===== src/rtl/imm_pkg.sv =====
// Shared types and constants of the integer matrix multiply block.
// No dependencies; used by imm_ctrl, imm_datapath and integer_matrix_multiply.
`timescale 1ns / 1ps
`default_nettype none

package imm_pkg;

    localparam int IDX_W  = 3;   // row, column and inner index
    localparam int DIM_W  = 4;   // matrix_size register
    localparam int DATA_W = 32;  // matrix element
    localparam int MODE_W = 2;

    localparam logic [MODE_W-1:0] MODE_LOAD_LEFT  = 2'd0;
    localparam logic [MODE_W-1:0] MODE_LOAD_RIGHT = 2'd1;
    localparam logic [MODE_W-1:0] MODE_COMPUTE    = 2'd2;

    // Cycles spent after the last read so the datapath pipeline empties.
    localparam logic [1:0] DRAIN_CYCLES = 2'd2;

    typedef enum logic [1:0] {
        ST_IDLE,
        ST_COMPUTE,
        ST_DRAIN
    } t_state;

    typedef struct packed {
        logic             wr_left;   // write element into left store
        logic             wr_right;  // write element into right store
        logic             rd_valid;  // read one product term
        logic             acc_first; // first term of a dot product
        logic             acc_end;   // final term of a dot product
        logic             last_elem; // final term of the whole matrix
        logic [IDX_W-1:0] ci;
        logic [IDX_W-1:0] cj;
        logic [IDX_W-1:0] ck;
    } t_dp_cmd;

endpackage

`default_nettype wire


===== src/rtl/imm_ctrl.sv =====
// Controller of the matrix multiply: size register, loop counters, state machine.
// Depends on imm_pkg; drives imm_datapath through a t_dp_cmd command.
`timescale 1ns / 1ps
`default_nettype none

module imm_ctrl #(
    parameter int MAX_DIM = 8
) (
    input  wire logic                         i_clk,
    input  wire logic                         i_rst_n,
    input  wire logic                         i_start,
    input  wire logic [imm_pkg::MODE_W-1:0]   i_mode,
    input  wire logic [imm_pkg::IDX_W-1:0]    i_row,
    input  wire logic [imm_pkg::IDX_W-1:0]    i_col,
    input  wire logic                         i_cfg_we,
    input  wire logic [imm_pkg::DIM_W-1:0]    i_cfg_data,
    output logic                              o_busy,
    output imm_pkg::t_dp_cmd                  o_cmd
);

    localparam logic [imm_pkg::DIM_W-1:0] MAX_DIM_V = imm_pkg::DIM_W'(MAX_DIM);

    imm_pkg::t_state             r_state, n_state;
    logic [imm_pkg::DIM_W-1:0]   r_size;
    logic [imm_pkg::DIM_W-1:0]   r_dim, n_dim;
    logic [imm_pkg::IDX_W-1:0]   r_i, n_i, r_j, n_j, r_k, n_k;
    logic [1:0]                  r_drain, n_drain;

    logic [imm_pkg::DIM_W-1:0]   act_dim;
    logic [imm_pkg::DIM_W-1:0]   dim_m1;
    logic [imm_pkg::IDX_W-1:0]   dim_end;
    logic                        in_range;
    logic                        k_end, j_end, i_end;

    // Clamp the size register into 1..MAX_DIM.
    always_comb begin
        if (r_size == '0) begin
            act_dim = imm_pkg::DIM_W'(1);
        end else if (r_size > MAX_DIM_V) begin
            act_dim = MAX_DIM_V;
        end else begin
            act_dim = r_size;
        end
    end

    assign dim_m1   = r_dim - imm_pkg::DIM_W'(1);
    assign dim_end  = dim_m1[imm_pkg::IDX_W-1:0];
    assign in_range = ({1'b0, i_row} < MAX_DIM_V) && ({1'b0, i_col} < MAX_DIM_V);
    assign k_end    = (r_k == dim_end);
    assign j_end    = (r_j == dim_end);
    assign i_end    = (r_i == dim_end);
    assign o_busy   = (r_state != imm_pkg::ST_IDLE);

    always_ff @(posedge i_clk) begin
        if (!i_rst_n) begin
            r_state <= imm_pkg::ST_IDLE;
            r_size  <= MAX_DIM_V;
            r_dim   <= MAX_DIM_V;
            r_i     <= '0;
            r_j     <= '0;
            r_k     <= '0;
            r_drain <= '0;
        end else begin
            r_state <= n_state;
            r_dim   <= n_dim;
            r_i     <= n_i;
            r_j     <= n_j;
            r_k     <= n_k;
            r_drain <= n_drain;
            if (i_cfg_we) begin
                r_size <= i_cfg_data;
            end
        end
    end

    always_comb begin
        n_state = r_state;
        n_dim   = r_dim;
        n_i     = r_i;
        n_j     = r_j;
        n_k     = r_k;
        n_drain = r_drain;
        o_cmd           = '0;
        o_cmd.ci        = r_i;
        o_cmd.cj        = r_j;
        o_cmd.ck        = r_k;
        unique case (r_state)
            imm_pkg::ST_IDLE: begin
                if (i_start) begin
                    unique if (i_mode == imm_pkg::MODE_COMPUTE) begin
                        n_dim   = act_dim;
                        n_i     = '0;
                        n_j     = '0;
                        n_k     = '0;
                        n_state = imm_pkg::ST_COMPUTE;
                    end else if (i_mode == imm_pkg::MODE_LOAD_LEFT) begin
                        o_cmd.wr_left = in_range;
                    end else if (i_mode == imm_pkg::MODE_LOAD_RIGHT) begin
                        o_cmd.wr_right = in_range;
                    end else begin
                        // undecoded mode: drop the transfer
                    end
                end
            end
            imm_pkg::ST_COMPUTE: begin
                o_cmd.rd_valid  = 1'b1;
                o_cmd.acc_first = (r_k == '0);
                o_cmd.acc_end   = k_end;
                o_cmd.last_elem = k_end && j_end && i_end;
                if (!k_end) begin
                    n_k = r_k + 1'b1;
                end else begin
                    n_k = '0;
                    if (!j_end) begin
                        n_j = r_j + 1'b1;
                    end else begin
                        n_j = '0;
                        if (!i_end) begin
                            n_i = r_i + 1'b1;
                        end else begin
                            n_i     = '0;
                            n_drain = imm_pkg::DRAIN_CYCLES - 2'd1;
                            n_state = imm_pkg::ST_DRAIN;
                        end
                    end
                end
            end
            imm_pkg::ST_DRAIN: begin
                if (r_drain == '0) begin
                    n_state = imm_pkg::ST_IDLE;
                end else begin
                    n_drain = r_drain - 2'd1;
                end
            end
            default: begin
                n_state = imm_pkg::ST_IDLE;
            end
        endcase
    end

endmodule

`default_nettype wire


===== src/rtl/imm_datapath.sv =====
// Datapath of the matrix multiply: element stores, multiplier, accumulator, result register.
// Depends on imm_pkg; commanded by imm_ctrl.
`timescale 1ns / 1ps
`default_nettype none

module imm_datapath #(
    parameter int MAX_DIM = 8
) (
    input  wire logic                              i_clk,
    input  wire logic                              i_rst_n,
    input  wire imm_pkg::t_dp_cmd                  i_cmd,
    input  wire logic [imm_pkg::IDX_W-1:0]         i_row,
    input  wire logic [imm_pkg::IDX_W-1:0]         i_col,
    input  wire logic signed [imm_pkg::DATA_W-1:0] i_element,
    output logic                                   o_valid,
    output logic [imm_pkg::IDX_W-1:0]              o_out_row,
    output logic [imm_pkg::IDX_W-1:0]              o_out_col,
    output logic signed [imm_pkg::DATA_W-1:0]      o_product_value,
    output logic                                   o_last
);

    localparam int CELLS  = MAX_DIM * MAX_DIM;
    localparam int ADDR_W = (CELLS > 1) ? $clog2(CELLS) : 1;
    localparam int LIN_W  = 2 * imm_pkg::IDX_W;

    function automatic logic [ADDR_W-1:0] cell_addr(input logic [imm_pkg::IDX_W-1:0] r,
                                                    input logic [imm_pkg::IDX_W-1:0] c);
        logic [LIN_W-1:0] lin;
        lin = LIN_W'({{imm_pkg::IDX_W{1'b0}}, r} * LIN_W'(MAX_DIM))
              + {{imm_pkg::IDX_W{1'b0}}, c};
        return lin[ADDR_W-1:0];
    endfunction

    logic [imm_pkg::DATA_W-1:0] mem_left  [CELLS];
    logic [imm_pkg::DATA_W-1:0] mem_right [CELLS];

    logic [ADDR_W-1:0] wr_addr, a_addr, b_addr;

    // stage 1: store read
    logic                       r_s1_valid, r_s1_first, r_s1_end, r_s1_last;
    logic [imm_pkg::IDX_W-1:0]  r_s1_i, r_s1_j;
    logic [imm_pkg::DATA_W-1:0] r_a_q, r_b_q;
    // stage 2: product
    logic                       r_s2_valid, r_s2_first, r_s2_end, r_s2_last;
    logic [imm_pkg::IDX_W-1:0]  r_s2_i, r_s2_j;
    logic [imm_pkg::DATA_W-1:0] r_prod, n_prod;
    // stage 3: accumulate and result
    logic [imm_pkg::DATA_W-1:0] r_acc, n_acc;
    logic                       r_out_valid, r_out_last;
    logic [imm_pkg::IDX_W-1:0]  r_out_row, r_out_col;
    logic [imm_pkg::DATA_W-1:0] r_out_value;

    assign wr_addr = cell_addr(i_row, i_col);
    assign a_addr  = cell_addr(i_cmd.ci, i_cmd.ck);
    assign b_addr  = cell_addr(i_cmd.ck, i_cmd.cj);

    always_ff @(posedge i_clk) begin
        if (i_cmd.wr_left) begin
            mem_left[wr_addr] <= i_element;
        end
        if (i_cmd.wr_right) begin
            mem_right[wr_addr] <= i_element;
        end
        if (i_cmd.rd_valid) begin
            r_a_q <= mem_left[a_addr];
            r_b_q <= mem_right[b_addr];
        end
    end

    // Low 32 bits of the product are the same for signed and unsigned operands.
    assign n_prod = r_a_q * r_b_q;
    assign n_acc  = (r_s2_first ? '0 : r_acc) + r_prod;

    always_ff @(posedge i_clk) begin
        if (!i_rst_n) begin
            r_s1_valid  <= 1'b0;
            r_s2_valid  <= 1'b0;
            r_out_valid <= 1'b0;
        end else begin
            r_s1_valid  <= i_cmd.rd_valid;
            r_s2_valid  <= r_s1_valid;
            r_out_valid <= r_s2_valid && r_s2_end;
        end
    end

    always_ff @(posedge i_clk) begin
        r_s1_first <= i_cmd.acc_first;
        r_s1_end   <= i_cmd.acc_end;
        r_s1_last  <= i_cmd.last_elem;
        r_s1_i     <= i_cmd.ci;
        r_s1_j     <= i_cmd.cj;
        r_s2_first <= r_s1_first;
        r_s2_end   <= r_s1_end;
        r_s2_last  <= r_s1_last;
        r_s2_i     <= r_s1_i;
        r_s2_j     <= r_s1_j;
        r_prod     <= n_prod;
        if (r_s2_valid) begin
            r_acc       <= n_acc;
            r_out_value <= n_acc;
            r_out_row   <= r_s2_i;
            r_out_col   <= r_s2_j;
            r_out_last  <= r_s2_last;
        end
    end

    assign o_valid         = r_out_valid;
    assign o_out_row       = r_out_row;
    assign o_out_col       = r_out_col;
    assign o_product_value = $signed(r_out_value);
    assign o_last          = r_out_valid && r_out_last;

endmodule

`default_nettype wire


===== src/rtl/integer_matrix_multiply.sv =====
// Integer matrix multiply C = A x B, top level; uses imm_pkg, imm_ctrl, imm_datapath.
// Load transfer: busy stays low. Compute transfer: busy through the loop and drain,
// one multiply-accumulate per cycle; one result strobe per finished dot product,
// the receiver cannot stall.
// Synchronous active-low reset: idle, matrix_size = MAX_DIM, element stores unchanged.
`timescale 1ns / 1ps
`default_nettype none

module integer_matrix_multiply #(
    parameter int MAX_DIM = 8
) (
    input  wire logic                              i_clk,
    input  wire logic                              i_rst_n,
    // command channel: transfer at an edge with start high and busy low
    input  wire logic                              start,
    output logic                                   busy,
    input  wire logic [imm_pkg::MODE_W-1:0]        i_mode,
    input  wire logic [imm_pkg::IDX_W-1:0]         i_row,
    input  wire logic [imm_pkg::IDX_W-1:0]         i_col,
    input  wire logic signed [imm_pkg::DATA_W-1:0] i_element,
    // matrix_size register write
    input  wire logic                              i_cfg_we,
    input  wire logic [imm_pkg::DIM_W-1:0]         i_cfg_data,
    // result channel: one-cycle strobe per product element, row-major order
    output logic                                   o_valid,
    output logic [imm_pkg::IDX_W-1:0]              o_out_row,
    output logic [imm_pkg::IDX_W-1:0]              o_out_col,
    output logic signed [imm_pkg::DATA_W-1:0]      o_product_value,
    output logic                                   o_last
);

    imm_pkg::t_dp_cmd cmd;

    // The controller owns the size register and the i/j/k loop; each compute
    // cycle it issues one store read pair for term k of element (i, j).
    imm_ctrl #(
        .MAX_DIM    (MAX_DIM)
    ) u_ctrl (
        .i_clk      (i_clk),
        .i_rst_n    (i_rst_n),
        .i_start    (start),
        .i_mode     (i_mode),
        .i_row      (i_row),
        .i_col      (i_col),
        .i_cfg_we   (i_cfg_we),
        .i_cfg_data (i_cfg_data),
        .o_busy     (busy),
        .o_cmd      (cmd)
    );

    // Three-stage datapath: registered store read, registered product,
    // accumulator that loads the result register on the final term.
    imm_datapath #(
        .MAX_DIM         (MAX_DIM)
    ) u_datapath (
        .i_clk           (i_clk),
        .i_rst_n         (i_rst_n),
        .i_cmd           (cmd),
        .i_row           (i_row),
        .i_col           (i_col),
        .i_element       (i_element),
        .o_valid         (o_valid),
        .o_out_row       (o_out_row),
        .o_out_col       (o_out_col),
        .o_product_value (o_product_value),
        .o_last          (o_last)
    );

`ifndef SYNTHESIS
    // The last mark only rides on a result strobe.
    a_last_with_valid: assert property (@(posedge i_clk) disable iff (!i_rst_n)
        o_last |-> o_valid)
        else $error("last mark without result strobe");

    // A transfer is only taken once the previous compute has fully drained.
    a_no_result_after_start: assert property (@(posedge i_clk) disable iff (!i_rst_n)
        (start && !busy) |=> !o_valid)
        else $error("result strobe right after a command transfer");

    // More results are still pending after any non-final result.
    a_busy_after_middle: assert property (@(posedge i_clk) disable iff (!i_rst_n)
        (o_valid && !o_last) |=> busy)
        else $error("block went idle before the final result");
`endif

endmodule

`default_nettype wire

===== config.mk =====
export PLATFORM = sky130hd
export DESIGN_NAME = integer_matrix_multiply
export DESIGN_NICKNAME = d
export VERILOG_FILES = /design/src/rtl/imm_pkg.sv /design/src/rtl/imm_ctrl.sv /design/src/rtl/imm_datapath.sv /design/src/rtl/integer_matrix_multiply.sv
export SDC_FILE = /design/constraint.sdc
export NUM_CORES = 2
export LEC_CHECK = 0
export BUFFER_PORTS_ARGS = -buffer_cell sky130_fd_sc_hd__buf_2
export CAP_MARGIN = 30
export CORE_MARGIN = 2
export CORE_UTILIZATION = 63
export DETAILED_ROUTE_END_ITERATION = 10
export PLACE_DENSITY_LB_ADDON = 0.25
export SYNTH_ARGS = -nofsm -noshare
export SYNTH_HDL_FRONTEND = slang
export SYNTH_SLANG_ARGS = --single-unit

===== constraint.sdc =====
create_clock -name i_clk -period 8.9 [get_ports i_clk]
set_input_delay 1.335 -clock i_clk [delete_from_list [all_inputs] [get_ports i_clk]]
set_output_delay 1.335 -clock i_clk [all_outputs]
set_load 0.02 [all_outputs]

Word level (Yosys, flattened, before mapping)

Memories as Yosys holds them, arrays and structs flattened. A register that Yosys moved wholly into a read port is not among the register bits.
Cells that the tools add are included.

Add/sub/neg operators: 9
Multiply operators: 1
Order comparisons: 1
Equality and inequality tests: 14
Muxes and demuxes: 37
Reductions and logical operators: 18

Operator list:

| operator            | count |
|---|---|
| $add 32x32->32      | 1 |
| $mul 32x32->32      | 1 |
| $mux 32             | 1 |
| $mux 3              | 10 |
| $mux 2              | 13 |
| $add 6x3->6         | 3 |
| $pmux 3 s2          | 3 |
| $ne 2x1->1 const B  | 5 |
| $reduce_and 5->1    | 2 |
| $add 3x1->3 const B | 3 |
| $eq 3x3->1          | 3 |
| $mux 1              | 7 |
| $logic_not 2->1     | 3 |
| $pmux 2 s3          | 1 |
| $reduce_and 3->1    | 2 |
| $reduce_and 6->1    | 1 |
| $reduce_bool 2->1   | 3 |
| $eq 2x1->1 const B  | 2 |
| $eq 2x2->1 const B  | 2 |
| $gt 4x4->1 const B  | 1 |
| $logic_and 1x1->1   | 4 |
| $logic_not 4->1     | 1 |
| $mux 4              | 1 |
| $ne 2x2->1 const B  | 2 |
| 5 further kinds     | 5 |

Register bits: 112
Memory bits (writable): 4096
Input port bits: 48
Output and inout port bits: 41
Word-level logic and storage cells: 107
Memories kept: 2

Memory list:

| name                 | words | width | read ports | clocked after Yosys merged registers in | wr ports | RTL line           | text |
|---|---|---|---|---|---|---|---|
| u_datapath.mem_left  | 64    | 32    | 1          | 1                                       | 1        | imm_datapath.sv:34 | `logic [imm_pkg::DATA_W-1:0] mem_left [CELLS];` |
| u_datapath.mem_right | 64    | 32    | 1          | 1                                       | 1        | imm_datapath.sv:35 | `logic [imm_pkg::DATA_W-1:0] mem_right [CELLS];` |

Logic depth before layout (Yosys ltp)

Depth in word-level cells: 8
Mapped depth: 26
Mapped depth without buffers: 25

Cells and area by module

A second synthesis with hierarchy kept.

Cell total of the unflattened synthesis: 8208
Area, all modules: 178110.8 µm²

Modules (own cells, without submodules):

| module       | times used | cells each | area an instance (µm²) | sequential area each (µm²) |
|---|---|---|---|---|
| imm_datapath | 1          | 8056       | 176772.0               | 127151.9 |
| imm_ctrl     | 1          | 152        | 1338.8                 | 400.4 |

Worst setup path before layout

Ideal clock, no wire load.

Path kind: register to register
Start point: register u_datapath.r_b_q[2] in the netlist's numbering (read register of u_datapath.mem_right)
End point: register u_datapath.r_prod[31] in the netlist's numbering
Library setup time: 72 ps
Data arrival time: 6693 ps
Data required time: 8828 ps
Slack: 2135 ps
Stages on the path, launching flop included: 24
Path buffers: 2
Period minus slack after synthesis: 6765 ps
Cell sequence: edfxtp_1 > clkbuf_1 > clkbuf_1 > nand2_1 > fa_1 > fa_1 > fa_1 > fa_1 > inv_1 > fa_1 > fa_1 > inv_1 > fa_1 > fa_1 > inv_1 > ha_1 > inv_1 > o21bai_1 > a41oi_1 > o22ai_1 > or3_1 > a31o_2 > a31oi_1 > xnor2_1

Longest elaborated chain between the ends: 1

Ends and longest elaborated chain:

| item                            | RTL line           | text |
|---|---|---|
| from (decl)                     | imm_datapath.sv:42 | `logic [imm_pkg::DATA_W-1:0] r_a_q, r_b_q;` |
| $mul 32x32->32                  | imm_datapath.sv:71 | `assign n_prod = r_a_q * r_b_q;` |
| net u_datapath.n_prod (one bit) | imm_datapath.sv:46 | `logic [imm_pkg::DATA_W-1:0] r_prod, n_prod;` |
| to (signal assigned)            | imm_datapath.sv:97 | `r_prod <= n_prod;` |
| to (decl)                       | imm_datapath.sv:46 |  |

The timed path passes the listed nets, and every way through them passes these cells.
A chain may end at the register's enable or synchronous reset.

Worst setup path after layout

Start point: register u_datapath.r_b_q[6] in the netlist's numbering (read register of u_datapath.mem_right)
End point: register u_datapath.r_prod[31] in the netlist's numbering

The elaborated chain is that of the path after synthesis.

==> flow_metrics.py <==
metrics = {
    "timing": {
        "whs_ps": 325,
        "setup_viol": 0,
        "period_share_pct": 85.4,
        "max_freq_ghz": 0.132,
        "slew_headroom_pct": 26.5,
        "tns_ps": 0,
        "rsz0062_at_grt": "no",
        "finalMaxSlewViolations": 0,
        "fin_skew_ps": 64.0,
        "hold_viol": 0,
        "worstMarginPinSlew_ps": 1100,
        "fin_crit_ps": 7600,
        "setup_ws_ps": 1300,
    },
    "synthesis": {
        "synth_edf_count": 4199,
        "synth_top_area_share_pct": 70.8,
        "synth_top_area_cell": "edfxtp_1",
        "yosys_warnings": 0,
        "syn-num-nets": 8955,
        "synth_area_leaders": "edfxtp_1, mux4_2, fa_1, ha_1, inv_1",
        "syn_inst": 8335,
        "synth-seq-cells": 4272,
        "synth_flop_cell": "edfxtp_1",
        "seq_area_frac_synth_pct": 71.6,
        "syn-cell-area_um2": 178000,
        "yosysUniqueCellTypes": 66,
        "async_flop_share_pct": 0,
        "avgSynthCellArea_um2": 21.4,
    },
    "final_layout": {
        "fin_area_um2": 199000,
        "final_nets": 9271,
        "area_growth_pct": 11.4,
        "drive_above_1_share_pct": 26.8,
        "final_cell_mix": "edfxtp_1, mux4_2, inv_1, clkbuf_16, fa_1",
        "mostFrequentLayoutCell": "edfxtp_1",
    },
    "floorplanning": {
        "core-area_um2": 282000,
        "die-height_um": 536,
        "die_x_um": 536,
        "die_area_um2": 287000,
        "start_util_pct": 63.2,
        "row_count": 195,
        "pin_count": 89,
    },
    "drt": {
        "num_vias": 90859,
        "drc": 0,
        "ant_nets": 0,
        "via_per_inst": 7.12,
        "firstDrtPassIters": 8,
        "wl_per_cell_um": 38.2,
        "routed_wl_um": 487000,
        "drt_iter0_drc": 15528,
    },
    "clock_tree": {
        "insertion_delay_ps": 1000,
        "cts_root_buf": "clkbuf_16",
        "clock_sinks": 4272,
        "cts_resized": 0,
        "htree_levels": 5,
        "numCtsBuffers": 411,
        "postCtsHoldBufs": 0,
        "cts_tree": "done",
        "clk_path_buf_depth": 4,
        "clk_pin_slew_ps": 60,
        "post-cts-setup-buffers": 0,
    },
    "global_routing": {
        "met2_usage_pct": 54.3,
        "gr-usage-met1_pct": 47.1,
        "grt_usage_pct": 34.5,
        "grt_pass1_wl_um": 691000,
        "grt-ovfl-total": 0,
        "grt_max_degree": 136,
        "grtUsageMet3_pct": 8.72,
        "grt_pass1_vias": 93004,
        "busiest_layer": "met2",
        "antenna_found_initial": 62,
    },
    "setup_path": {
        "endpoint_kind": "flip-flop",
        "path_cells": "and2_1, fa_1, fa_1, fa_1, inv_1, fa_1, inv_1, fa_1, ha_1, fa_1, fa_1, ha_1, nand2_1, o21ai_0, nor4_1, a211oi_1, or3_1, a31o_2, a31oi_1, xnor2_1",
        "worstPathRequired_ps": 9730,
        "start_kind": "flip-flop",
        "cp.arrival_ps": 8430,
        "slowest_delay_ps": 1060,
        "path_class": "reg -> reg",
        "path_max_fanout": 26,
        "cp_common_cell": "fa_1",
        "cp_slowest_cell": "edfxtp_1",
    },
    "placement": {
        "dp_hpwl_um": 250000,
        "placedInstanceArea_um2": 185000,
        "place_congestion": 0.899,
        "port-buffer-count": 88,
        "post-place-ws_ps": 1280,
    },
    "status": {
        "run_status": "finished clean",
    },
    "hold_path": {
        "hold_path.class": "reg -> reg",
    },
    "power": {
        "power.density_nw_per_um2": 361,
        "peakVddDrop_mv": 2.44,
        "leakage_uw": 0.0631,
        "finalPower_uw": 71700,
    },
    "job": {
        "cap_viol_max_count": 0,
    },
}
[cells by family after synthesis]
family / synth area share (%)
AOI/OAI and AO/OA: 0.776
xor gates and xnor gates: 0.614
muxes: 16.9
buffers and inverters: 1.91
DFF: 71.6
and+or+nand+nor: 2.48
adders and majority gates: 5.74
[layout make-up]
| type | instances | area, µm² |
|---|---|---|
| Timing Repair Buffer | 324 | 2650 |
| Clock inverter | 265 | 2970 |
| Antenna cell | 26 | 65.1 |
| Fill cell | 15653 | 83300 |
| Sequential cell | 4272 | 128000 |
| Tap cell | 3743 | 4680 |
| Inverter | 440 | 1660 |
| Multi-Input combinational cell | 3202 | 48200 |
| Clock buffer | 491 | 10700 |
[metrics by stage]
step / util, % / cells
floorplan: - / 8335
global placement: 65.5 / 11974
detailed placement: 65.6 / 11979
CTS: 70.4 / 12735
global route: 70.4 / 12745
finish: 70.5 / 12763
[critical path: cells and delay by family (launching register included)]
kind	cells	cell delay (ps)
XOR/XNOR	1	80
buffers and inverters	2	130
AND/OR/NAND/NOR	4	1370
AO/OA/AOI/OAI	4	770
flip-flops	1	1060
adder cells (fa/ha/maj)	9	4020
[cell usage after synthesis (4+ instances only)]
master	instances
a21o_1	20
or3_1	5
xor2_1	28
o21ai_0	35
nor2b_1	47
dfxtp_1	73
a31oi_1	12
o21ai_1	19
mux2i_1	22
nand2_1	388
buf_2	113
nand3_1	24
mux2_2	17
and3_1	10
o21bai_1	7
a211oi_1	16
nand2b_1	8
o21a_1	6
a21boi_0	5
edfxtp_1	4199
inv_1	438
o211ai_1	5
mux4_2	1318
clkbuf_1	257
buf_1	42
o221ai_1	4
a21oi_1	54
fa_1	409
nor3_1	10
and2_1	247
nand3b_1	4
ha_1	163
buf_4	9
nor2_1	177
xnor2_1	97
nand4_1	4
[routing by layer]
metal	wire length, µm	part of all wire [%]	up-vias
li1	-	-	34115
met1	166000	34	47853
met2	235000	48	7599
met3	63000	13	1256
met4	22600	4.6	36
met5	228	0.047	-
[power by group]
| group | total (µW) | internal (µW) | leakage (µW) | switching [µW] |
|---|---|---|---|---|
| Sequential | 23000 | 22700 | 0.0384 | 240 |
| Clock | 18000 | 10300 | 0.00669 | 7710 |
| Combinational | 30700 | 13000 | 0.0181 | 17700 |
| Total | 71700 | 46000 | 0.0631 | 25700 |
[path summary, 6_finish.rpt]
check                       from  depth (start not counted)               endpoint  slack, ps
max          u_datapath.r_b_q[6]                         20  u_datapath.r_prod[31]       1300
max reg2reg  u_datapath.r_b_q[6]                         20  u_datapath.r_prod[31]       1300
min          u_datapath.r_s1_end                          0    u_datapath.r_s2_end        330
min reg2reg  u_datapath.r_s1_end                          0    u_datapath.r_s2_end        330
[sequential cells by signal (all words and copies together), names as in the netlist, 2 cells and up]
name,count
u_ctrl.r_drain,2
u_datapath.mem_left,2048
u_datapath.r_s2_i,3
u_ctrl.r_j,3
u_ctrl.r_dim,3
u_datapath.o_out_row,3
u_ctrl.r_k,3
u_datapath.r_a_q,32
u_datapath.r_s2_j,3
u_datapath.r_acc,32
u_datapath.mem_right,2048
u_datapath.r_prod,32
u_ctrl.r_i,3
u_ctrl.r_state,2
u_datapath.o_out_col,3
u_datapath.r_b_q,32
u_datapath.r_s1_i,3
u_datapath.r_s1_j,3
u_ctrl.r_size,4
Note: power is estimated with default switching activity, not from simulation.
